**config.mk**
```make
export PLATFORM = sky130hd
export DESIGN_NAME = mdas_merge
export DESIGN_NICKNAME = d
export VERILOG_FILES = /design/src/mdas_pkg.sv /design/src/mdas_merge.sv
export SDC_FILE = /design/constraint.sdc
export NUM_CORES = 1
export LEC_CHECK = 0
export ABC_AREA = 1
export BUFFER_PORTS_ARGS = -buffer_cell sky130_fd_sc_hd__buf_2
export CAP_MARGIN = 20
export CORE_UTILIZATION = 53
export DETAILED_ROUTE_END_ITERATION = 10
export PLACE_DENSITY = 0.91
export SYNTH_ARGS = -nofsm -noshare
export SYNTH_HDL_FRONTEND = slang
export SYNTH_SLANG_ARGS = --single-unit
```
**constraint.sdc**
```tcl
create_clock -name vclk -period 4.6
set_clock_uncertainty 0.05 [all_clocks]
set_input_delay 0.69 -clock vclk [all_inputs]
set_output_delay 0.69 -clock vclk [all_outputs]
set_load 0.005 [all_outputs]
```
**src/mdas_pkg.sv**
```systemverilog
// ----------------------------------------------------------------------------
// mdas_pkg: shared types and constants of the multidimensional array store
// Field widths, status and opcode codes, register indexes and the lane
// control group.
// ----------------------------------------------------------------------------
package mdas_pkg;

    localparam int INDEX_PORTS   = 4;
    localparam int IDX_BITS      = 12;
    localparam int BOUND_BITS    = 13;
    localparam int VALUE_BITS    = 32;
    localparam int NUM_DIMS_BITS = 3;
    localparam int CFG_IDX_BITS  = 3;
    localparam int CFG_DATA_BITS = 13;
    localparam int WIDE_BITS     = 64;

    typedef enum logic [1:0] {
        ST_OK    = 2'd0,
        ST_RANGE = 2'd1,
        ST_STORE = 2'd2
    } t_status;

    typedef enum logic {
        OP_READ  = 1'b0,
        OP_WRITE = 1'b1
    } t_opcode;

    typedef enum logic [CFG_IDX_BITS-1:0] {
        CFG_NUM_DIMS = 3'd0,
        CFG_BOUND_0  = 3'd1,
        CFG_BOUND_1  = 3'd2,
        CFG_BOUND_2  = 3'd3,
        CFG_BOUND_3  = 3'd4
    } t_cfg_reg;

    // Control strobes that the sequencer hands to every lane.
    typedef struct packed {
        logic load;         // capture index and range check on a transfer
        logic stride_load;  // capture the broadcast stride
        logic mul;          // form index times stride
    } t_lane_ctl;

endpackage

```
**src/mdas_merge.sv**
```systemverilog
// ----------------------------------------------------------------------------
// mdas_merge: lane merge
// Sums the lane products into the element offset and decides the status.
// ----------------------------------------------------------------------------
module mdas_merge #(
    parameter int LANES       = 4,
    parameter int STORE_DEPTH = 4096,
    parameter int STRIDE_BITS = 13,
    parameter int ADDR_BITS   = 12
) (
    input  logic [LANES-1:0]                                    i_in_range,
    input  logic [mdas_pkg::IDX_BITS+STRIDE_BITS-1:0]           i_product [LANES],
    input  logic [STRIDE_BITS-1:0]                              i_total,
    output mdas_pkg::t_status                                   o_status,
    output logic [ADDR_BITS-1:0]                                o_addr
);
    import mdas_pkg::*;

    localparam int PW   = IDX_BITS + STRIDE_BITS;
    localparam int SUMW = PW + $clog2(LANES + 1);

    logic [SUMW-1:0] w_sum;

    always_comb begin
        w_sum = '0;
        for (int d = 0; d < LANES; d++) begin
            w_sum = w_sum + SUMW'(i_product[d]);
        end
    end

    always_comb begin
        priority if (i_total > STRIDE_BITS'(STORE_DEPTH)) begin
            o_status = ST_STORE;
        end else if (!(&i_in_range) || (w_sum >= SUMW'(STORE_DEPTH))) begin
            o_status = ST_RANGE;
        end else begin
            o_status = ST_OK;
        end
    end

    assign o_addr = w_sum[ADDR_BITS-1:0];

endmodule

```
## After elaboration in Yosys (flattened, before gate mapping)

Cells that the tools add are included.

| cells by class | value |
|---|---|
| add/subtract/negate cells | 3 |
| magnitude comparators | 2 |
| muxes and demuxes | 2 |
| reductions and logical operators | 3 |

Operator list:

| cell | number |
|---|---|
| 27-bit by 25-bit adder with 28-bit output | 1 |
| 28-bit by 13-bit >= comparator with 1-bit output, second input constant | 1 |
| 26-bit by 25-bit adder with 27-bit output | 1 |
| 25-bit by 25-bit adder with 26-bit output | 1 |
| 13-bit greater-than comparator, second input constant | 1 |
| 4-bit AND reduction | 1 |
| 2-bit two-way mux | 1 |
| 1-bit zero test | 1 |
| 1-bit logical OR | 1 |
| 1-bit two-way mux | 1 |

| word-level totals | value |
|---|---|
| register bits after elaboration | 0 |
| input port bits | 117 |
| output and inout port bits | 14 |
| logic and storage cells | 10 |

## Depth between registers and ports, before layout

Gate-level depths: netlist of run 1.

| depth | value |
|---|---|
| word-level depth | 7 |
| gate-level depth with buffers | 20 |
| mapped depth without buffers | 20 |

## Worst setup path before layout of run 1

OpenSTA, ideal clock, no wires.

| timing path | value |
|---|---|
| path type | in2out |
| start | in i_product[1] in the netlist's numbering |
| end | out o_status[0] |
| data arrival time | 3.234 ns |
| data required time | 3.860 ns |
| path slack | 0.626 ns |
| cell stages on the path | 18 |
| path buffers | 0 |
| cells stage by stage | fa_1 > fa_1 > ha_1 > inv_1 > fa_1 > nand3b_1 > nand2_2 > nand2_1 > nand2_1 > nand2_1 > nand2_1 > nand2_1 > nand2_1 > nand2_1 > nor2_1 > nand2_1 > nor2_1 > a21oi_1 |

| between the ends | value |
|---|---|
| cells in the longest elaborated chain, start to end | 5 |

Ends and longest elaborated chain:

| what | line | source |
|---|---|---|
| from (decl) | mdas_merge.sv:12 | `input logic [mdas_pkg::IDX_BITS+STRIDE_BITS-1:0] i_product [LANES],` |
| 27-bit by 25-bit adder with 28-bit output | mdas_merge.sv:27 | `w_sum = w_sum + SUMW'(i_product[d]);` |
| 28-bit by 13-bit >= comparator with 1-bit output | mdas_merge.sv:34 | `end else if (!(&i_in_range) \|\| (w_sum >= SUMW'(STORE_DEPTH))) begin` |
| 1-bit logical OR | mdas_merge.sv:34 |  |
| 1-bit two-way mux | mdas_merge.sv:34 |  |
| 2-bit two-way mux | mdas_merge.sv:32 | `priority if (i_total > STRIDE_BITS'(STORE_DEPTH)) begin` |
| to (decl) | mdas_merge.sv:14 | `output mdas_pkg::t_status o_status,` |

Every way passes these cells.

## Final worst setup path of run 1

| timing path | value |
|---|---|
| start | in i_product[2] in the netlist's numbering |
| end | out o_status[0] |

The elaborated chain is that of the path after synthesis.

==> results of run 1 <==
[cells in the final DEF, fill, tap and decap left out, drive strengths merged, types with 2 or more instances in the layout]
| master | Yosys | layout |
|---|---|---|
| xor2 | 8 | 8 |
| and2 | 2 | 2 |
| a21oi | 15 | 15 |
| fa | 50 | 50 |
| buf | 0 | 132 |
| ha | 26 | 26 |
| nor2 | 35 | 35 |
| inv | 197 | 197 |
| nand3 | 26 | 26 |
| nand2 | 180 | 180 |
| nor4 | 3 | 3 |
| nand3b | 7 | 7 |
| nand4 | 9 | 9 |
| o21ai | 2 | 2 |
[critical path, stage by stage]
cell	delay (ns)
sky130_fd_sc_hd__buf_2	0.08
sky130_fd_sc_hd__inv_1	0.05
sky130_fd_sc_hd__fa_1	0.50
sky130_fd_sc_hd__fa_1	0.59
sky130_fd_sc_hd__inv_1	0.06
sky130_fd_sc_hd__ha_1	0.27
sky130_fd_sc_hd__nand2_1	0.05
sky130_fd_sc_hd__nand2_1	0.12
sky130_fd_sc_hd__nand3_1	0.10
sky130_fd_sc_hd__nand2_1	0.19
sky130_fd_sc_hd__nand2_1	0.10
sky130_fd_sc_hd__nand2_2	0.11
sky130_fd_sc_hd__nand2_1	0.09
sky130_fd_sc_hd__nand2_1	0.07
sky130_fd_sc_hd__nand2_1	0.04
sky130_fd_sc_hd__nand2_1	0.07
sky130_fd_sc_hd__nand3_1	0.12
sky130_fd_sc_hd__nor2_1	0.12
sky130_fd_sc_hd__a21oi_1	0.06
sky130_fd_sc_hd__buf_2	0.13
[cells by family after synthesis]
logic type	count (synthesis)
XOR/XNOR	9
adder cells (fa/ha/maj)	76
AND/OR/NAND/NOR	263
AO/OA/AOI/OAI	19
buffers and inverters	197
[power by group through the flow]
stage                     clock network [mW]  logic [mW]  registers (mW)
after floorplan                            0       0.913               0
after global placement                     0        1.26               0
after detailed placement                   0        1.29               0
after CTS                                  0        1.30               0
after global routing                       0        1.51               0
final                                      0        1.31               0
[metal layers]
metal	routed length (microns)	vias up	GRT usage [%]
li1	-	1873	-
met1	3210	1636	26.4
met2	4770	124	58.5
met3	454	18	1.78
met4	219	0	7.72
met5	0	-	0
[what timing repair did]
| action | in CTS | in global routing |
|---|---|---|
| buffers inserted | 0 | 1 |
| resized for setup | 0 | 3 |
| endpoints found under the setup margin | 0 | 1 |
[area by class of cell]
cell class	instances	area, sq um	share of cell area (%)
inverters	197	739	17.8
multi-input cells	367	2660	64.0
well taps	75	93.8	2.26
repair buffers	132	663	16.0
[worst paths after layout]
kind / start / to / slack, ns
worst max-delay path: i_product[2] / o_status[0] / 0.22
worst min-delay path: i_product[75] / o_addr[0] / 1.62
[through the flow]
step / instance area [sq um] / utilization (%)
2_1_floorplan: 3390 / -
3_3_place_gp: 4140 / 68.3
3_5_place_dp: 4140 / 68.3
4_1_cts: 4140 / 68.3
5_1_grt: 4160 / 68.6
6_report: 4160 / 68.6
==> impl_metrics.yaml, run 1 <==
placement:
  placement.io_buffers: 131
  place.gp.congestion: 0.877
  placed_cell_count: 770
  hpwl_mm: 8.10
  dp_worst_setup_slack_ns: 0.130
floorplanning:
  fp.coreArea_sq_um: 6060
  design.die.area_sq_um: 6720
  die_width_microns: 82.0
  boundary_pin_count: 131
  placementRows: 28
  floorplan.initialDensity_pct: 55.9
  die_h_microns: 82.0
pwr:
  peakVddDrop_uv: 195
  p_leak_nw: 2.81
  power.switching_fraction_pct: 61.7
  power_mw: 1.31
  pwr-share-comb_pct: 100.0
  power-per-cell-area_nw_per_um2: 316
  total_switching_power_mw: 0.809
  internal_power_mw: 0.503
  clock_power_share_pct: 0
  seqPwrFrac_pct: 0
synthesis:
  synth.net_count: 757
  synth-adder-area-share_pct: 39.1
  portion_of_netlist_area_occupied_by_mux_cells_pct: 0
  synthesized_area_fraction_occupied_by_and_or_nand_nor_cells_pct: 33.8
  synth_seq_area_share_pct: 0
  synthesis_warnings: 0
  netlist-cell-type-count: 23
  combinational_family_with_the_most_area_after_synthesis: "adder cells"
  netlist_top_cells_count: "sky130_fd_sc_hd__inv_1 (196), sky130_fd_sc_hd__nand2_1 (169), sky130_fd_sc_hd__fa_1 (50)"
  synth.area.top_cells: "sky130_fd_sc_hd__fa_1 (30%), sky130_fd_sc_hd__inv_1 (22%), sky130_fd_sc_hd__nand2_1 (19%)"
  post_synthesis_xor_xnor_area_fraction_pct: 2.33
  syn_area_sq_um: 3390
  post-synth-top-area-fraction_pct: 29.5
  syn_area_per_cell_sq_um: 6.01
  post-synth-top-area-cell: "sky130_fd_sc_hd__fa_1"
  netlist_instances: 564
  synth_compound_area_share_pct: 2.92
  synth.most_common_cell: "sky130_fd_sc_hd__inv_1"
detailed_routing:
  wl_per_cell_microns: 11.2
  drt_pass1_iterations: 4
  vias: 3651
  postRouteAntennaNets: 0
  drt-initial-drc-count: 107
  viasPerCell: 4.74
  detail_route.wirelength_mm: 8.66
  remaining_drc_errors: 0
layout:
  antenna_cells: 0
  regArea_sq_um: 0
  n_fill_cell: 573
  area_growth_syn_to_layout_pct: 22.6
  final_nets: 891
  clockBufferCount: 0
  drive_above_1_share_pct: 22.3
  instances_no_fill: 771
  design.seq.count: 0
status:
  status: "completed"
timing:
  post-route-worst-setup-slack_ns: 0.221
  timing.fmax_ghz: 0.228
  final_min_period_over_clock_period_pct: 95.2
  report.final.hold_viol_count: 0
  slew_headroom_pct: 80.9
  final_period_minus_worst_setup_slack_ns: 4.38
  setup_viol: 0
  timing.hold.ws_ns: 1.62
  timing.setup.tns_ns: 0
  max_slew_violation_count: 0
  max_slew.worst_pin.slew_ns: 0.285
job:
  drv.max_cap_violation_count: 0
clock_tree:
  cts-hold-fix-buffers: 0
worst_hold_path:
  worst_hold_path.num_cells: 3
  min_path_type: "input pin to primary output"
global_route:
  first_global_vias: 3624
  wire_length_of_the_first_global_routing_pass_mm: 14.2
  grt_antenna_before_repair: 0
  maximum_number_of_pins_on_one_net_before_global_route_repair: 8
  final_global_route_overflow_total: 0
  global_route.usage.total_pct: 27.1
setup_path:
  timing.critical_path.fanout_max: 4
  timing.critical_path.to_type: "primary output"
  critical_path_class: "input pin to primary output"
  crit_arrival_ns: 3.64
  worst_setup_path_start_kind: "input pin"
  cp_data_required_time_ns: 3.86
Power figures use the tool's default switching activity.
==> run 2, diff against run 1 <==
- CORE_ASPECT_RATIO: unset -> 0.7
==> run 2 against run 1 <==
Against the previous run:
- first-iteration DRC count is 130% higher
- power increased by 3.9%
- flip-flop and latch count did not move
- global-route usage about the same
- final cell count increased by 0.26%
- highest routed layer unchanged
- critical path depth fell by 1
- via count grew 1.5%
- routed wire length grew 5.3%
==> impl_metrics.yaml, run 2 (same netlist as run 1, synthesis figures left out) <==
detailed_routing:
  detail_route.wirelength_mm: 9.12
  wl_per_cell_microns: 11.8
  remaining_drc_errors: 0
  viasPerCell: 4.79
  drt-initial-drc-count: 249
  drt_pass1_iterations: 5
  postRouteAntennaNets: 0
  vias: 3704
layout:
  layout_common_cells: "sky130_fd_sc_hd__inv_1 (196), sky130_fd_sc_hd__nand2_1 (168), sky130_fd_sc_hd__buf_2 (131), sky130_fd_sc_hd__fa_1 (50), sky130_fd_sc_hd__nor2_1 (30)"
  area_growth_syn_to_layout_pct: 23.0
  regArea_sq_um: 0
  antenna_cells: 0
  final_nets: 893
  design.seq.count: 0
  design_area_sq_um: 4170
  n_fill_cell: 530
  drive_above_1_share_pct: 22.3
  final_common_cell: "sky130_fd_sc_hd__inv_1"
  clockBufferCount: 0
floorplanning:
  floorplan.initialDensity_pct: 57.2
  placementRows: 23
  design.die.area_sq_um: 6720
  die_width_microns: 97.6
  fp.coreArea_sq_um: 5930
  boundary_pin_count: 131
  die_h_microns: 68.9
global_route:
  first_global_vias: 3325
  grt_antenna_before_repair: 0
  wire_length_of_the_first_global_routing_pass_mm: 14.5
  global_route.usage.total_pct: 27.1
  maximum_number_of_pins_on_one_net_before_global_route_repair: 8
  final_global_route_overflow_total: 0
pwr:
  power.switching_fraction_pct: 62.6
  clock_power_share_pct: 0
  peakVddDrop_uv: 162
  p_leak_nw: 2.81
  power_mw: 1.36
  power-per-cell-area_nw_per_um2: 327
  internal_power_mw: 0.510
  seqPwrFrac_pct: 0
  pwr-share-comb_pct: 100.0
  total_switching_power_mw: 0.852
timing:
  slew_headroom_pct: 81.4
  final_period_minus_worst_setup_slack_ns: 4.45
  timing.fmax_ghz: 0.225
  final_min_period_over_clock_period_pct: 96.8
  max_slew.worst_pin.slew_ns: 0.279
  setup_viol: 0
  max_slew_violation_count: 0
  timing.setup.tns_ns: 0
  report.final.hold_viol_count: 0
  post-route-worst-setup-slack_ns: 0.148
  timing.hold.ws_ns: 1.63
job:
  drv.max_cap_violation_count: 0
setup_path:
  timing.critical_path.fanout_max: 2
  cp_data_required_time_ns: 3.86
  crit_arrival_ns: 3.71
  worst_setup_path_start_kind: "input pin"
  timing.critical_path.to_type: "primary output"
  critical_path_class: "input pin to primary output"
placement:
  place.gp.congestion: 0.955
  detailed_place.area_sq_um: 4140
  placement.io_buffers: 131
  dp_worst_setup_slack_ns: 0.184
  hpwl_mm: 8.46
worst_hold_path:
  min_path_type: "input pin to primary output"
status:
  status: "completed"
==> run 2: cell count changes in the layout (fill, tap and decap cells not counted) <==
cell,delta
sky130_fd_sc_hd__fa_1,+1
sky130_fd_sc_hd__buf_4,+2
sky130_fd_sc_hd__fa_2,-1
==> run 2: routing by layer <==
| metal | global-route usage, % | share of wire, % | up-vias |
|---|---|---|---|
| met2 | 47.0 | 44 | 173 |
| met4 | 2.76 | 0.60 | 0 |
| met1 | 38.1 | 45 | 1649 |
| met3 | 3.02 | 9.8 | 8 |
| li1 | - | - | 1874 |
| met5 | 0 | 0 | - |
==> run 2: final timing paths <==
path  cells after the start          end          start  slack [ns]
max                      19  o_status[0]  i_product[51]        0.15
min                       4  o_status[1]    i_total[12]        1.63
==> run 2: what timing repair did <==
action / 4_1_cts / 5_1_grt
hold buffers: 0 / 0
gates resized for setup: 0 / 2
endpoints found under the setup margin: 0 / 1
setup buffers: 0 / 3
==> run 2: final cells by class <==
type,count,area [sq um],share of cell area [%]
tap,75,93.8,2.25
timing repair buffer,134,678,16.3
inverter,197,739,17.7
multi-input combinational,367,2660,63.7
==> run 2: critical path, stage by stage <==
cell                       delay, ns
sky130_fd_sc_hd__buf_2          0.11
sky130_fd_sc_hd__fa_1           0.51
sky130_fd_sc_hd__fa_1           0.53
sky130_fd_sc_hd__ha_1           0.17
sky130_fd_sc_hd__inv_1          0.06
sky130_fd_sc_hd__fa_1           0.39
sky130_fd_sc_hd__nand3b_1       0.21
sky130_fd_sc_hd__buf_4          0.15
sky130_fd_sc_hd__nor2_1         0.10
sky130_fd_sc_hd__nand2_1        0.09
sky130_fd_sc_hd__nor2_1         0.10
sky130_fd_sc_hd__nor2_1         0.07
sky130_fd_sc_hd__nand2_1        0.06
sky130_fd_sc_hd__nand2_1        0.04
sky130_fd_sc_hd__nand2_1        0.06
sky130_fd_sc_hd__nand3_1        0.07
sky130_fd_sc_hd__nor2_1         0.11
sky130_fd_sc_hd__a21oi_1        0.07
sky130_fd_sc_hd__buf_2          0.13
==> run 2: through the flow <==
stage                     util (%)  std cells
final                         70.3        773
after global routing          70.3        773
after CTS                     69.8        770
after detailed placement      69.8        770
after global placement        69.8        770
after floorplan                  -        564
==> run 2: power by group through the flow <==
stage	Sequential (mW)	Combinational [mW]	Clock, mW
2_1_floorplan	0	0.913	0
3_3_place_gp	0	1.29	0
3_5_place_dp	0	1.32	0
4_1_cts	0	1.32	0
5_1_grt	0	1.52	0
6_report	0	1.36	0
==> run 3, diff against run 2 <==
- CORE_MARGIN: unset -> 10
==> run 3 against run 2 <==
Against the previous run:
- setup slack improved by 0.087 ns
- via count decreased by 2.6%
- clock-buffer cell count unchanged
- non-clock buffer count decreased by 2
- die area increased by 49%
- maximum frequency increased by 2.0%
- first-iteration DRC count decreased by 40%
- sequential share of layout area unchanged
- utilization decreased by 3.4 points
- critical path depth increased by 1
- largest cell class unchanged
- highest routed layer unchanged
==> impl_metrics.yaml, run 3 (same netlist as run 1, synthesis figures left out) <==
placement:
  hpwl_mm: 9.23
  placed_cell_count: 773
  placement.io_buffers: 131
  place.gp.congestion: 0.865
floorplanning:
  boundary_pin_count: 131
  placementRows: 24
  fp.coreArea_sq_um: 6220
  die_width_microns: 116
  die_h_microns: 86.9
  design.die.area_sq_um: 10000
  floorplan.initialDensity_pct: 54.5
global_route:
  maximum_number_of_pins_on_one_net_before_global_route_repair: 8
  first_global_vias: 3689
  wire_length_of_the_first_global_routing_pass_mm: 16.2
  grt_antenna_before_repair: 0
  final_global_route_overflow_total: 0
  global_route.usage.total_pct: 19.2
layout:
  antenna_cells: 0
  layout_common_cells: "sky130_fd_sc_hd__inv_1 (196), sky130_fd_sc_hd__nand2_1 (168), sky130_fd_sc_hd__buf_2 (131), sky130_fd_sc_hd__fa_1 (49), sky130_fd_sc_hd__nor2_1 (30)"
  drive_above_1_share_pct: 22.3
  final_common_cell: "sky130_fd_sc_hd__inv_1"
  clockBufferCount: 0
  regArea_sq_um: 0
  area_growth_syn_to_layout_pct: 22.7
  instances_no_fill: 774
  design.seq.count: 0
  final_nets: 891
setup_path:
  worst_setup_path_start_kind: "input pin"
  crit_arrival_ns: 3.62
  timing.critical_path.fanout_max: 5
  critical_path_class: "input pin to primary output"
  timing.critical_path.to_type: "primary output"
  cp_data_required_time_ns: 3.86
pwr:
  p_leak_nw: 2.81
  power_mw: 1.34
  peakVddDrop_uv: 177
  power-per-cell-area_nw_per_um2: 321
timing:
  final_period_minus_worst_setup_slack_ns: 4.36
  report.final.hold_viol_count: 0
  setup_viol: 0
  slew_headroom_pct: 81.7
  max_slew.worst_pin.slew_ns: 0.274
  final_min_period_over_clock_period_pct: 94.9
  rsz0062_at_grt: "no"
  timing.setup.tns_ns: 0
  max_slew_violation_count: 0
  timing.fmax_ghz: 0.229
detailed_routing:
  postRouteAntennaNets: 0
  drt-initial-drc-count: 149
  drt_pass1_iterations: 5
  wl_per_cell_microns: 12.7
  viasPerCell: 4.66
  vias: 3607
  detail_route.wirelength_mm: 9.85
  remaining_drc_errors: 0
clock_tree:
  cts-hold-fix-buffers: 0
job:
  drv.max_cap_violation_count: 0
status:
  status: "completed"
worst_hold_path:
  min_path_type: "input pin to primary output"
-- run 3: changes by cell type in the layout (fill, tap and decap cells not counted) --
cell,before,now
sky130_fd_sc_hd__buf_4,3,1
sky130_fd_sc_hd__fa_1,50,49
sky130_fd_sc_hd__fa_2,0,1
-- run 3: what timing repair did --
action | CTS | global route
setup endpoints to repair | 0 | 1
resized for setup | 0 | 3
hold endpoints to repair | 0 | 0
buffers inserted | 0 | 1
-- run 3: worst max-delay path, cell delays in order --
cell and delay, ns:
sky130_fd_sc_hd__buf_2 0.11, sky130_fd_sc_hd__fa_1 0.50, sky130_fd_sc_hd__fa_1 0.53, sky130_fd_sc_hd__ha_1 0.17
sky130_fd_sc_hd__inv_1 0.06, sky130_fd_sc_hd__fa_2 0.35, sky130_fd_sc_hd__nand3b_1 0.21, sky130_fd_sc_hd__nand2_2 0.12
sky130_fd_sc_hd__nand2_1 0.07, sky130_fd_sc_hd__nand2_2 0.12, sky130_fd_sc_hd__nand2_2 0.07, sky130_fd_sc_hd__nand2_1 0.06
sky130_fd_sc_hd__nand2_1 0.05, sky130_fd_sc_hd__nand2_1 0.06, sky130_fd_sc_hd__inv_1 0.04, sky130_fd_sc_hd__nor2_1 0.09
sky130_fd_sc_hd__nand2_1 0.06, sky130_fd_sc_hd__nor2_1 0.09, sky130_fd_sc_hd__a21oi_1 0.06, sky130_fd_sc_hd__buf_2 0.13
-- run 3: stage by stage --
step / util, % / area [sq um] / setup slack [ns] / hold slack, ns
after floorplan: - / 3390 / 0.626 / 1.40
after global placement: 66.6 / 4140 / 0.263 / 1.62
after detailed placement: 66.6 / 4140 / 0.152 / 1.63
after CTS: 66.6 / 4140 / 0.125 / 1.63
after global routing: 66.9 / 4160 / 0.0154 / 1.65
final: 66.9 / 4160 / 0.236 / 1.63
-- run 3: final timing paths --
kind / to / slack [ns] / depth (start not counted) / start
worst min-delay path: o_status[1] / 1.63 / 4 / i_total[12]
worst max-delay path: o_status[0] / 0.24 / 20 / i_product[1]
-- run 3: metal layers --
layer | track usage (%) | wire length [microns] | up-vias
met5 | 0 | 0 | -
met4 | 1.38 | 49 | 0
met3 | 3.44 | 996 | 6
met2 | 32.2 | 4450 | 147
met1 | 26.2 | 4350 | 1586
li1 | - | - | 1868
-- run 3: area by class of cell --
class,instances,area (sq um)
tap,78,97.6
inverter,197,739
timing repair buffer,132,663
fill,586,2060
multi-input combinational,367,2660
-- run 3: power breakdown --
part           internal, mW  total [mW]  leakage (nW)  switching (mW)
registers                 0           0             0               0
logic                 0.504        1.34          2.81           0.832
clock network             0           0             0               0
total                 0.504        1.34          2.81           0.832
