===== src/mdas_pkg.sv =====
// ----------------------------------------------------------------------------
// mdas_pkg: shared types and constants of the multidimensional array store
// Field widths, status and opcode codes, register indexes and the lane
// control group.
// ----------------------------------------------------------------------------
package mdas_pkg;

    localparam int INDEX_PORTS   = 4;
    localparam int IDX_BITS      = 12;
    localparam int BOUND_BITS    = 13;
    localparam int VALUE_BITS    = 32;
    localparam int NUM_DIMS_BITS = 3;
    localparam int CFG_IDX_BITS  = 3;
    localparam int CFG_DATA_BITS = 13;
    localparam int WIDE_BITS     = 64;

    typedef enum logic [1:0] {
        ST_OK    = 2'd0,
        ST_RANGE = 2'd1,
        ST_STORE = 2'd2
    } t_status;

    typedef enum logic {
        OP_READ  = 1'b0,
        OP_WRITE = 1'b1
    } t_opcode;

    typedef enum logic [CFG_IDX_BITS-1:0] {
        CFG_NUM_DIMS = 3'd0,
        CFG_BOUND_0  = 3'd1,
        CFG_BOUND_1  = 3'd2,
        CFG_BOUND_2  = 3'd3,
        CFG_BOUND_3  = 3'd4
    } t_cfg_reg;

    // Control strobes that the sequencer hands to every lane.
    typedef struct packed {
        logic load;         // capture index and range check on a transfer
        logic stride_load;  // capture the broadcast stride
        logic mul;          // form index times stride
    } t_lane_ctl;

endpackage


===== src/mdas_lane.sv =====
// ----------------------------------------------------------------------------
// mdas_lane: one dimension lane
// Checks its index against its bound and forms index times stride.
// ----------------------------------------------------------------------------
module mdas_lane #(
    parameter int STRIDE_BITS = 13
) (
    input  logic                                   i_clk,
    input  mdas_pkg::t_lane_ctl                    i_ctl,
    input  logic                                   i_active,
    input  logic [mdas_pkg::IDX_BITS-1:0]          i_index,
    input  logic [mdas_pkg::BOUND_BITS-1:0]        i_bound,
    input  logic [STRIDE_BITS-1:0]                 i_stride,
    output logic                                   o_in_range,
    output logic [mdas_pkg::IDX_BITS+STRIDE_BITS-1:0] o_product
);
    import mdas_pkg::*;

    localparam int PW = IDX_BITS + STRIDE_BITS;

    logic [IDX_BITS-1:0]    r_index;
    logic                   r_active;
    logic                   r_in_range;
    logic [STRIDE_BITS-1:0] r_stride;
    logic [PW-1:0]          r_product;

    always_ff @(posedge i_clk) begin
        if (i_ctl.load) begin
            r_index    <= i_index;
            r_active   <= i_active;
            // An unused dimension never fails the check.
            r_in_range <= !i_active || (BOUND_BITS'(i_index) < i_bound);
        end
        if (i_ctl.stride_load) begin
            r_stride <= i_stride;
        end
        if (i_ctl.mul) begin
            r_product <= r_active ? PW'(r_index) * PW'(r_stride) : '0;
        end
    end

    assign o_in_range = r_in_range;
    assign o_product  = r_product;

endmodule


===== config.mk =====
export PLATFORM = sky130hd
export DESIGN_NAME = mdas_lane
export DESIGN_NICKNAME = d
export VERILOG_FILES = /design/src/mdas_pkg.sv /design/src/mdas_lane.sv
export SDC_FILE = /design/constraint.sdc
export NUM_CORES = 1
export LEC_CHECK = 0
export BUFFER_PORTS_ARGS = -buffer_cell sky130_fd_sc_hd__buf_4
export CAP_MARGIN = 5
export CORE_MARGIN = 2
export CORE_UTILIZATION = 55
export DETAILED_ROUTE_END_ITERATION = 12
export PLACE_DENSITY = 0.83
export SLEW_MARGIN = 20
export SYNTH_ARGS = -nofsm -noshare
export SYNTH_HDL_FRONTEND = slang
export SYNTH_SLANG_ARGS = --single-unit

===== constraint.sdc =====
create_clock -name i_clk -period 7.9 [get_ports i_clk]
set_clock_uncertainty 0.2 [all_clocks]
set_input_delay 0 -clock i_clk [delete_from_list [all_inputs] [get_ports i_clk]]
set_output_delay 0 -clock i_clk [all_outputs]
set_load 0.02 [all_outputs]

; ---- Word-level counts from Yosys, hierarchy flattened
; Cells that the tools add are included.
[totals]
register_bits = 52
latchBits = 0
ram_bits = 0
rom_bits = 0
in_bits = 43
memories = 0
[op_classes]
n_addsub = 0
n_mul = 1
div = 0
n_lt_le_gt_ge = 1
n_eq_ne = 0
n_shift = 0
n_mux = 0
bitwise_logic = 0
n_reduce_logical = 2
[op_table]
columns = op, n
row1 = $mul A12 B13 Y25, 1
row2 = $lt A12 B13 Y1, 1
row3 = $logic_not A1 Y1, 1
row4 = $logic_or A1 B1 Y1, 1

; ---- Longest topological paths before layout
; Gate-level depths: netlist (run 1).
[depth]
depth_word = 2
depth_mapped = 19
ltp_nobuf = 18

; ---- Least setup slack after synthesis (run 1)
; OpenSTA, ideal clock, no wires.
[synth_timing]
path_kind = register to register
from = reg r_stride[9]
to = reg r_product[23], in the netlist o_product[23], data pin
t_arrival_ps = 4636
setup_slack_ps = 2810
stages_incl_launch_ff = 19
cell_sequence = edfxtp_1 clkbuf_1 and2_1 fa_1 inv_1 fa_1 inv_1 fa_1 fa_1 inv_1 fa_1 inv_1 ha_1 nand4_1 nor2_2 nand3_1 a211o_1 and3_1 o21a_1
[synth_via]
elab_chain_cells = 1
[synth_lines]
columns = element, line_no
row1 = from (decl), mdas_lane.sv:24  ; logic [STRIDE_BITS-1:0] r_stride;
row2 = from (signal assigned), mdas_lane.sv:35  ; r_stride <= i_stride;
row3 = $mul A12 B13 Y25, mdas_lane.sv:38  ; r_product <= r_active ? PW'(r_index) * PW'(r_stride) : '0;
row4 = to (signal assigned), mdas_lane.sv:38
row5 = to (decl), mdas_lane.sv:25  ; logic [PW-1:0] r_product;
; Every way passes these cells.
; A chain may end at the register's enable or synchronous reset.

; ---- Final worst setup path (run 1)
; Same ends and word-level chain as after synthesis.

==> key figures, run 1 <==
Die
  – I/O Pins: 69
  – Die Ht: 117.6 um
  – Area of the core: between 0.01 and 0.015 mm^2
  – Row cnt: 41
  – Initial core utilization: 0.5628
  – Die Span X: 117.6 um
  – Full die area: 0.01384 mm^2

STA
  – Setup Viol. Count Final: 0
  – Tcrit/Tclk final: 0.7109
  – Final Max Slew Viols: 0
  – Max_slew headroom: 0.5854
  – Fin Setup TNS: 0 ps
  – Crit path time final: 5616 ps
  – Least-Margin Pin Slew: 621.9 ps
  – Final Hold Viols: 0
  – Max frequency: 0.1781 GHz
  – RSZ-0062 raised after global routing: false

Worst setup path
  – CP startpoint: r_stride[9]$_DFFE_PP_
  – Critical Path Sink: o_product[23]$_SDFFCE_PN0P_
  – Reg2reg start: r_stride[9]$_DFFE_PP_
  – Reg2reg end: o_product[23]$_SDFFCE_PN0P_
  – Worst-path fanout max: 12
  – Worst reg2reg setup slack: between 2000 and 2500 ps
  – Worst EP arrival: 5490 ps
  – Worst setup SP type: flop
  – Req. time, crit path: approximately 7800 ps
  – Worst reg2reg path depth: 17
  – Crit end category: flop
  – Crit path kind: flop to flop

Final layout
  – Area Overhead vs Synth: 15.01%
  – Commonest non-fill, non-tap cells in the layout: 156 x inv_1, 110 x fa_1, 109 x nand2_1
  – Layout cells sized above 1: 0.1070
  – Finished Cell Area: 0.008168 mm^2
  – Layout net count: 1030
  – Most common cell after layout, fill and taps aside: inv_1
  – Antenna diodes: 0
  – Fin util: 0.6472

CTS
  – # Post-CTS Setup Buffers: 0
  – CTS clk-pin slew, worst paths: 70 ps
  – Root Driver: clkbuf_16
  – Skew-Pair Late Insertion Delay: just over 300 ps
  – Total CTS buffers: 5
  – Sink Count: 52
  – CTS tree: yes
  – H-tree depth: 2
  – Max Root-Sink Buffers: 2
  – Post-CTS Resized: 0

Pwr
  – Pwr Density: 438.9 mW/mm^2
  – Peak supply drop: 327.9 uV
  – Comb pwr share: 0.798
  – Leak pwr: about 4 nW
  – Clock share of power: 0.064
  – Int Power: ~1.8 mW
  – Total design power: 3.585 mW
  – Sw power: 1.835 mW
  – Sequential share of power: 0.138
  – Sw Share: 0.5119

Detailed routing
  – Routed WL: ~15 mm
  – Via density: 5.372
  – Antenna Violating Nets Remaining: 0
  – First-pass DRT Iterations: 5
  – Wire length per cell: 15.60 um
  – Vias: 5243
  – # DRC: 0
  – DRT iter0 DRCs: 301

GRT
  – Number of global-route vias before repair: 5464
  – Congestion Overflow GR: 0
  – Initial antenna violation count: 0
  – First-pass GRT wire length: 25.59 mm
  – Pin count of the biggest net entering global routing: 26
  – Total GRT Usage: 0.2307

Place
  – Placed Area: between 0.007 and 0.008 mm^2
  – Detailed placer's ending HPWL: 11.92 mm
  – IO Port Bufs: 68
  – Gp weighted congestion: 0.9127

Synth
  – Main area contributors after synthesis: fa_1 31%, edfxtp_1 22%, ha_1 13%
  – Netlist cell types: between 40 and 50
  – Synth Flop Type: edfxtp_1
  – Post-synth EDFFs: 52
  – Post-synth net total: 954
  – Compound-Gate Fraction of Synth Area: 0.06889
  – Synth Register Bits: 52
  – Synth async-reset ratio: 0
  – Area leader, netlist: fa_1
  – XOR/XNOR share of the synthesized area: 0.008633
  – Fraction of the mapped netlist area in simple logic gates: 0.1557
  – Synth warn: 0
  – Syn avg cell area: ~9.8 um^2
  – Synth top area share: 0.3101
  – Adder-cell share of the synthesized area: 0.4405
  – Register area share after synthesis: 0.2199
  – Mapped Cells: 727
  – Mapped cell area: 0.007102 mm^2
  – Largest family of logic cells by synthesized area: adder cells
  – Mux cell area share after synthesis: 0.008457

Run
  – Maximum capacitance violations: 0

Worst hold path
  – Worst Hold Class: input port to flop
  – Hold Path Origin: i_bound[8]
  – Hold path depth: 5

Run status
  – Status: finished clean
## flip-flops by register name, summed over array words and instances (netlist names)
signal and flops:
o_in_range 1, r_index 12, r_stride 13, o_product 25
r_active 1
## synth_stat cells, types with 2 or more instances
master / number
inv_1: 156
fa_1: 110
nand2_1: 109
ha_1: 74
and2_1: 65
edfxtp_1: 52
clkbuf_1: 28
nor2_1: 16
a21o_1: 13
a21oi_1: 10
nand2b_1: 9
a31oi_1: 7
nor3_1: 7
mux2i_1: 6
a211oi_1: 5
and3_1: 5
o211ai_1: 4
xnor2_1: 4
a21boi_1: 3
nand3_1: 3
o21a_1: 3
o21ai_0: 3
o21ai_1: 3
xor2_1: 3
a211o_1: 2
a211oi_2: 2
a21oi_2: 2
and4_1: 2
nand4_1: 2
o2111ai_1: 2
o211ai_2: 2
## power groups by stage
stage | registers (mW) | logic (mW) | clock network [mW]
after CTS | 0.494 | 2.86 | 0.234
after global routing | 0.502 | 3.23 | 0.243
after detailed placement | 0.500 | 2.81 | 0
after floorplan | 0.529 | 2.12 | 0
final | 0.494 | 2.86 | 0.230
after global placement | 0.498 | 2.74 | 0
## cells by family after synthesis
| family | Yosys count |
|---|---|
| adder cells (fa/ha/maj) | 184 |
| XOR/XNOR | 7 |
| AND/OR/NAND/NOR | 226 |
| flip-flops | 52 |
| AO/OA/AOI/OAI | 67 |
| buffers and inverters | 185 |
| multiplexers | 6 |
## through the flow
step	hold WS, ps	std cells	setup WS, ps
after global placement	-21.91	938	2348
final	186.7	976	2284
after CTS	117.5	976	2335
after global routing	208.1	976	2120
after detailed placement	-20.69	938	2339
after floorplan	-101.1	727	2810
## metal layers
layer	track usage	vias up	share of wire
met4	0.07831	0	0.025
met3	0.03295	27	0.050
met5	0	-	0
li1	-	2421	-
met1	0.2763	2636	0.38
met2	0.4241	159	0.54
## worst min-delay path by stage
stage | slack [ps] | end
final | 190 | o_in_range$_DFFE_PP_
after global routing | 210 | o_in_range$_DFFE_PP_
after detailed placement | -20 | r_stride[11]$_DFFE_PP_
after global placement | -20 | r_stride[11]$_DFFE_PP_
after CTS | 120 | o_in_range$_DFFE_PP_
after floorplan | -100 | r_active$_DFFE_PP_
## worst max-delay path, cell delays in order, from the launching register on
cell,delay (ps)
edfxtp_1,620
and2_1,260
fa_1,540
inv_1,60
fa_1,540
inv_1,60
fa_1,460
fa_1,500
inv_1,50
fa_1,480
inv_1,40
ha_1,370
nand4_1,190
nor2_2,220
nand3_1,120
a211o_1,330
and3_1,180
o21a_1,160
## what timing repair did
item | CTS | global route
hold buffers | 30 | 0
endpoints found under the setup margin | 0 | 0
endpoints found under the hold margin | 79 | 0
## layout make-up
type | count | area [um^2]
clock inverter | 3 | 25.02
tap | 172 | 215.2
timing repair buffer | 98 | 810.8
clock buffer | 5 | 125.1
inverter | 156 | 585.6
fill | 987 | 4452
multi-input combinational | 490 | 4845
sequential | 52 | 1562
Power figures use the tool's default switching activity.
==> run 2: changes to the inputs <==
- clock period: 7.9 -> 5.5 ns (I/O delays scaled with it)
==> run 2 against run 1 <==
Compared with the run above:
- die area unchanged
- clock power increased by 36%
- wire length increased by 8.2%
- largest power group unchanged
- largest cell class unchanged
==> key figures, run 2 (synthesis results as in run 1) <==
Die
  – Initial core utilization: 0.5628 (unchanged)
  – Full die area: 0.01384 mm^2 (unchanged)
  – Area of the core: 0.01262 mm^2 (unchanged)
  – Die Ht: 117.6 um (unchanged)
  – Row cnt: 41 (unchanged)
  – Die Span X: 117.6 um (unchanged)
  – I/O Pins: 69 (unchanged)

Pwr
  – Sequential share of power: 0.131 (was 0.138)
  – Leak pwr: 4.378 nW (was 4.113 nW)
  – Comb pwr share: 0.810 (was 0.798)
  – Sw Share: 0.5084 (was 0.5119)
  – Total design power: 5.235 mW (was 3.585 mW)
  – Clock share of power: 0.060 (was 0.064)
  – Sw power: 2.661 mW (was 1.835 mW)
  – Peak supply drop: 559.6 uV (was 327.9 uV)
  – Int Power: 2.573 mW (was 1.750 mW)
  – Pwr Density: 609.2 mW/mm^2 (was 438.9 mW/mm^2)

GRT
  – Congestion Overflow GR: 0 (unchanged)
  – Most used routing layer: met2 (unchanged)
  – Number of global-route vias before repair: 5597 (was 5464)
  – Met2 usage: 0.4331 (was 0.4241)
  – First-pass GRT wire length: 25.99 mm (was 25.59 mm)
  – Met3 Usage GRT: 0.03488 (was 0.03295)
  – Total GRT Usage: 0.2364 (was 0.2307)
  – Pin count of the biggest net entering global routing: 26 (unchanged)
  – Routing usage on met1: 0.2766 (was 0.2763)
  – Initial antenna violation count: 0 (unchanged)

Worst setup path
  – Most common cell on crit path: fa_1 (unchanged)
  – Stages on worst setup path: 17 (unchanged)
  – Slowest CP cell: edfxtp_1 (unchanged)
  – Worst setup SP type: flop (unchanged)
  – Worst-path fanout max: 9 (was 12)
  – Crit-path cells: and2_1, fa_1, inv_1, fa_1, inv_1, fa_1, fa_1, inv_1, fa_1, inv_1, ha_1, a21oi_1, nor2_1, a211oi_2, a211oi_1, o2111ai_1, o211ai_1 (was and2_1, fa_1, inv_1, fa_1, inv_1, fa_1, fa_1, inv_1, fa_1, inv_1, ha_1, nand4_1, nor2_2, nand3_1, a211o_1, and3_1, o21a_1)
  – Crit path kind: flop to flop (unchanged)
  – CP startpoint: r_stride[5]$_DFFE_PP_ (was r_stride[9]$_DFFE_PP_)
  – Req. time, crit path: 5340 ps (was 7770 ps)
  – Buf/Inv on CP: 4 (unchanged)
  – Worst reg2reg path depth: 17 (unchanged)
  – Worst EP arrival: 5220 ps (was 5490 ps)
  – Max incr delay on CP: 540 ps (was 620 ps)
  – Top Family by Delay on Critical Path: adder cells (unchanged)
  – Crit end category: flop (unchanged)
  – Reg2reg start: r_stride[5]$_DFFE_PP_ (was r_stride[9]$_DFFE_PP_)

CTS
  – Max Root-Sink Buffers: 2 (unchanged)
  – H-tree depth: 2 (unchanged)
  – CTS tree: yes (unchanged)
  – Sink Count: 52 (unchanged)
  – CTS clk-pin slew, worst paths: 70 ps (about the same)
  – Total CTS buffers: 5 (unchanged)
  – Skew-Pair Late Insertion Delay: 310 ps (about the same)
  – Root Driver: clkbuf_16 (unchanged)

Detailed routing
  – Wire length per cell: 15.94 um (was 15.60 um)
  – First-pass DRT Iterations: 5 (unchanged)
  – Vias: 5505 (was 5243)
  – Routed WL: 16.47 mm (was 15.22 mm)
  – DRT iter0 DRCs: 343 (was 301)
  – # DRC: 0 (unchanged)
  – Antenna Violating Nets Remaining: 0 (unchanged)
  – Via density: 5.329 (was 5.372)

Final layout
  – Fin util: 0.6808 (was 0.6472)
  – Most common cell after layout, fill and taps aside: inv_1 (unchanged)
  – Layout net count: 1087 (was 1030)
  – Commonest non-fill, non-tap cells in the layout: 156 x inv_1, 120 x buf_4, 109 x nand2_1, 109 x fa_1, 73 x ha_1 (was 156 x inv_1, 110 x fa_1, 109 x nand2_1)
  – Max reg flops: 25 (unchanged)
  – Area of the multi-input gates: 0.004857 mm^2 (was 0.004845 mm^2)
  – # fillers: 948 (was 987)
  – Layout cells sized above 1: 0.1684 (was 0.1070)
  – FF+latch area: 0.001562 mm^2 (unchanged)
  – Area Overhead vs Synth: 20.98% (was 15.01%)
  – Antenna diodes: 0 (unchanged)

Worst hold path
  – Worst Hold Class: input port to flop (unchanged)
  – Hold path depth: 5 (unchanged)
  – Hold Path Origin: i_bound[8] (unchanged)

STA
  – Crit path time final: 5375 ps (was 5616 ps)
  – Max_slew headroom: 0.5574 (was 0.5854)
  – RSZ-0062 raised after global routing: true (was false)
  – Max frequency: 0.1861 GHz (was 0.1781 GHz)
  – Final Hold Viols: 0 (unchanged)
  – Tcrit/Tclk final: 0.9772 (was 0.7109)
  – Fin worst setup slack: 125.2 ps (was 2284 ps)
  – Least-Margin Pin Slew: 664.0 ps (was 621.9 ps)
  – Fin Setup TNS: 0 ps (unchanged)
  – Final Max Slew Viols: 0 (unchanged)
  – Setup Viol. Count Final: 0 (unchanged)

Place
  – IO Port Bufs: 68 (unchanged)
  – Dpl ws: -23.72 ps (was 2339 ps)
  – Detailed placer's ending HPWL: 12.27 mm (was 11.92 mm)
  – Gp weighted congestion: 0.9559 (was 0.9127)

Run status
  – Status: finished clean (unchanged)

Run
  – Maximum capacitance violations: 0 (unchanged)
-- run 2: timing repair --
action,4_1_cts,5_1_grt
endpoints found under the hold margin,79,0
gates resized for setup,0,5
hold buffers,30,0
setup endpoints to repair,1,7
pin swaps,0,4
setup buffers,5,41
-- run 2: final cells by class --
cell class / count / area share
inverter: 156 / 0.06815
clock inverter: 2 / 0.001311
timing repair buffer: 155 / 0.1434
clock buffer: 6 / 0.01500
tap: 172 / 0.02505
multi-input combinational: 490 / 0.5653
sequential: 52 / 0.1817
-- run 2: tightest hold or removal path, cell delays in order --
cell	delay [ps]
buf_4	110
inv_1	40
ha_1	130
a211o_1	100
o221ai_1	100
-- run 2: final timing paths --
check | end | slack, ps
min | o_in_range$_DFFE_PP_ | 160
max reg2reg | o_product[18]$_SDFFCE_PN0P_ | 130
max | o_product[18]$_SDFFCE_PN0P_ | 130
min reg2reg | o_product[0]$_SDFFCE_PN0P_ | 740
-- run 2: power groups by stage --
| stage | clock network, mW | registers [mW] | logic [mW] |
|---|---|---|---|
| finish | 0.313 | 0.684 | 4.24 |
| CTS | 0.315 | 0.698 | 4.11 |
| floorplan | 0 | 0.760 | 3.04 |
| global placement | 0 | 0.706 | 3.95 |
| detailed placement | 0 | 0.709 | 4.05 |
| global route | 0.329 | 0.695 | 4.75 |
-- run 2: layer usage --
layer | vias up | part of all wire | routed length, um
met1 | 2698 | 0.38 | 6242
met4 | 0 | 0.035 | 584
met5 | - | 0 | 0
li1 | 2533 | - | -
met3 | 54 | 0.059 | 966
met2 | 220 | 0.53 | 8677
-- run 2: metrics by stage --
stage                     area [um^2]  cells  hold slack [ps]
after floorplan                  7102    727           -101.1
after global placement           7800    949           -21.68
after detailed placement         7800    949           -20.69
after CTS                        8278    992            131.2
after global routing             8592   1033            178.7
final                            8592   1033            160.3
==> run 3: changes to the inputs <==
- BUFFER_PORTS_ARGS: -buffer_cell sky130_fd_sc_hd__buf_4 -> default
- DONT_BUFFER_PORTS: default -> 1
- PLACE_DENSITY: 0.83 -> default
- PLACE_DENSITY_LB_ADDON: default -> 0.05
==> run 3 against run 2 <==
Compared with the run above:
- non-clock buffer count down 63
- die area unchanged
- power increased by 3.1%
- critical path depth unchanged
- cell area shrank 5.0%
- final cell count is 6.1% lower
- first-iteration DRC count down 23%
- critical path type unchanged
- critical endpoint is now o_product[23]$_SDFFCE_PN0P_
- largest cell class unchanged
==> key figures, run 3 (synthesis results as in run 1) <==
Final layout
  – # fillers: 1055 (was 948)
  – Finished Cell Area: 0.008163 mm^2 (was 0.008592 mm^2)
  – Antenna diodes: 0 (unchanged)
  – Layout net count: 1024 (was 1087)
  – Max reg flops: 25 (unchanged)
  – Area Overhead vs Synth: 14.94% (was 20.98%)
  – Non-filler cells in the finished layout: 970 (was 1033)
  – Commonest non-fill, non-tap cells in the layout: 156 x inv_1, 110 x fa_1, 109 x nand2_1 (was 156 x inv_1, 120 x buf_4, 109 x nand2_1, 109 x fa_1, 73 x ha_1)
  – Most common cell after layout, fill and taps aside: inv_1 (unchanged)
  – FF+latch area: 0.001562 mm^2 (unchanged)
  – Area of the multi-input gates: 0.004860 mm^2 (was 0.004857 mm^2)
  – Layout cells sized above 1: 0.1015 (was 0.1684)

GRT
  – Congestion Overflow GR: 0 (unchanged)
  – First-pass GRT wire length: 27.21 mm (was 25.99 mm)
  – Initial antenna violation count: 0 (unchanged)
  – Number of global-route vias before repair: 5602 (was 5597)
  – Total GRT Usage: 0.2513 (was 0.2364)
  – Pin count of the biggest net entering global routing: 26 (unchanged)

Worst hold path
  – Worst Hold Class: input port to flop (unchanged)

CTS
  – CTS clk-pin slew, worst paths: 70 ps (about the same)
  – Sink Count: 52 (unchanged)
  – Root Driver: clkbuf_16 (unchanged)
  – Skew-Pair Late Insertion Delay: 310 ps (about the same)
  – Total CTS buffers: 5 (unchanged)
  – CTS tree: yes (unchanged)
  – H-tree depth: 2 (unchanged)
  – Max Root-Sink Buffers: 2 (unchanged)

Detailed routing
  – First-pass DRT Iterations: 5 (unchanged)
  – # DRC: 0 (unchanged)
  – Vias: 5186 (was 5505)
  – Wire length per cell: 17.22 um (was 15.94 um)
  – Antenna Violating Nets Remaining: 0 (unchanged)
  – DRT iter0 DRCs: 265 (was 343)
  – Via density: 5.346 (was 5.329)
  – Routed WL: 16.70 mm (was 16.47 mm)

Pwr
  – Peak supply drop: 509.2 uV (was 559.6 uV)
  – Sw power: 2.730 mW (was 2.661 mW)
  – Int Power: 2.665 mW (was 2.573 mW)
  – Comb pwr share: 0.787 (was 0.810)
  – Leak pwr: 4.094 nW (was 4.378 nW)
  – Sequential share of power: 0.146 (was 0.131)
  – Total design power: 5.395 mW (was 5.235 mW)
  – Clock share of power: 0.068 (was 0.060)
  – Pwr Density: 660.9 mW/mm^2 (was 609.2 mW/mm^2)
  – Sw Share: 0.5061 (was 0.5084)

Worst setup path
  – Crit end category: flop (unchanged)
  – Most common cell on crit path: fa_1 (unchanged)
  – Crit path kind: flop to flop (unchanged)
  – Slowest CP cell: fa_1 (was edfxtp_1)
  – Worst reg2reg setup slack: 160 ps (was 130 ps)
  – Worst setup SP type: flop (unchanged)
  – Max incr delay on CP: 540 ps (about the same)
  – Worst EP arrival: 5210 ps (was 5220 ps)
  – Crit-path cells: and2_1, fa_1, inv_1, fa_1, inv_1, fa_1, fa_1, inv_1, fa_1, inv_1, ha_2, nand4_1, nor2_2, nand3_1, a211o_1, and3_1, o21a_1 (was and2_1, fa_1, inv_1, fa_1, inv_1, fa_1, fa_1, inv_1, fa_1, inv_1, ha_1, a21oi_1, nor2_1, a211oi_2, a211oi_1, o2111ai_1, o211ai_1)
  – Worst-path fanout max: 7 (was 9)
  – Req. time, crit path: 5370 ps (was 5340 ps)

STA
  – Least-Margin Pin Slew: 763.3 ps (was 664.0 ps)
  – Crit path time final: 5341 ps (was 5375 ps)
  – Final Max Slew Viols: 0 (unchanged)
  – Max frequency: 0.1872 GHz (was 0.1861 GHz)
  – Setup Viol. Count Final: 0 (unchanged)
  – Final Hold Viols: 0 (unchanged)
  – Tcrit/Tclk final: 0.9711 (was 0.9772)
  – Max_slew headroom: 0.4895 (was 0.5574)

Place
  – Detailed placer's ending HPWL: 13.47 mm (was 12.27 mm)
  – Gp weighted congestion: 0.9224 (was 0.9559)
  – Post-Place Cells: 894 (was 949)
  – IO Port Bufs: 0 (was 68)
  – Placed Area: 0.007387 mm^2 (was 0.007800 mm^2)

Die
  – Initial core utilization: 0.5628 (unchanged)
  – Full die area: 0.01384 mm^2 (unchanged)
  – Die Ht: 117.6 um (unchanged)
  – Row cnt: 41 (unchanged)
  – Die Span X: 117.6 um (unchanged)
  – Area of the core: 0.01262 mm^2 (unchanged)
  – I/O Pins: 69 (unchanged)

Run status
  – Status: finished clean (unchanged)

Run
  – Maximum capacitance violations: 0 (unchanged)
==> run 3: critical path, delay by kind of cell, from the launching register on <==
| kind | cells | cell delay [ps] |
|---|---|---|
| flops | 1 | 520 |
| fa+ha+maj | 6 | 2800 |
| simple gates | 5 | 900 |
| buf+inv | 4 | 200 |
| compound gates | 2 | 470 |
==> run 3: stage by stage <==
step	TNS, ps	util	worst slack [ps]	hold slack [ps]
2_1_floorplan	0	-	409.6	-101.1
3_3_place_gp	0	0.5854	17.51	-101.1
3_5_place_dp	0	0.5854	26.92	-101.1
4_1_cts	0	0.6240	15.55	27.70
5_1_grt	-13.27	0.6468	-9.090	53.94
6_report	0	0.6468	158.9	53.55
==> run 3: power groups by stage <==
stage	Sequential [mW]	Combinational [mW]	Clock (mW)
6_report	0.785	4.24	0.365
2_1_floorplan	0.760	3.04	0
5_1_grt	0.793	4.82	0.387
3_3_place_gp	0.812	4.08	0
3_5_place_dp	0.812	4.11	0
4_1_cts	0.804	4.18	0.374
==> run 3: what timing repair did <==
action	CTS	global route
hold buffers	31	0
endpoints found under the hold margin	79	0
endpoints found under the setup margin	0	7
setup buffers	0	37
resized for setup	0	3
==> run 3: final cells by class <==
cell class                      instances  area share
Sequential cell                        52      0.1913
Clock inverter                          3    0.005212
Tap cell                              172     0.02636
Multi-Input combinational cell        490      0.5953
Clock buffer                            5     0.01533
Timing Repair Buffer                   92     0.09473
Inverter                              156     0.07174
==> run 3: per-layer routing <==
metal	vias up	track usage	wire length (um)
met2	134	0.4397	8852
met4	0	0.1084	694
met5	-	0	0
met1	2607	0.3101	6571
met3	40	0.03682	581
li1	2405	-	-
==> run 3: path summary, 6_finish.rpt <==
kind                                                    end                 start  cells after the start
worst max-delay path            o_product[23]$_SDFFCE_PN0P_  r_index[9]$_DFFE_PP_                     17
worst min-delay path                   o_in_range$_DFFE_PP_            i_bound[8]                      4
worst max register to register  o_product[23]$_SDFFCE_PN0P_  r_index[9]$_DFFE_PP_                     17
worst min register to register  o_product[23]$_SDFFCE_PN0P_    r_active$_DFFE_PP_                      2
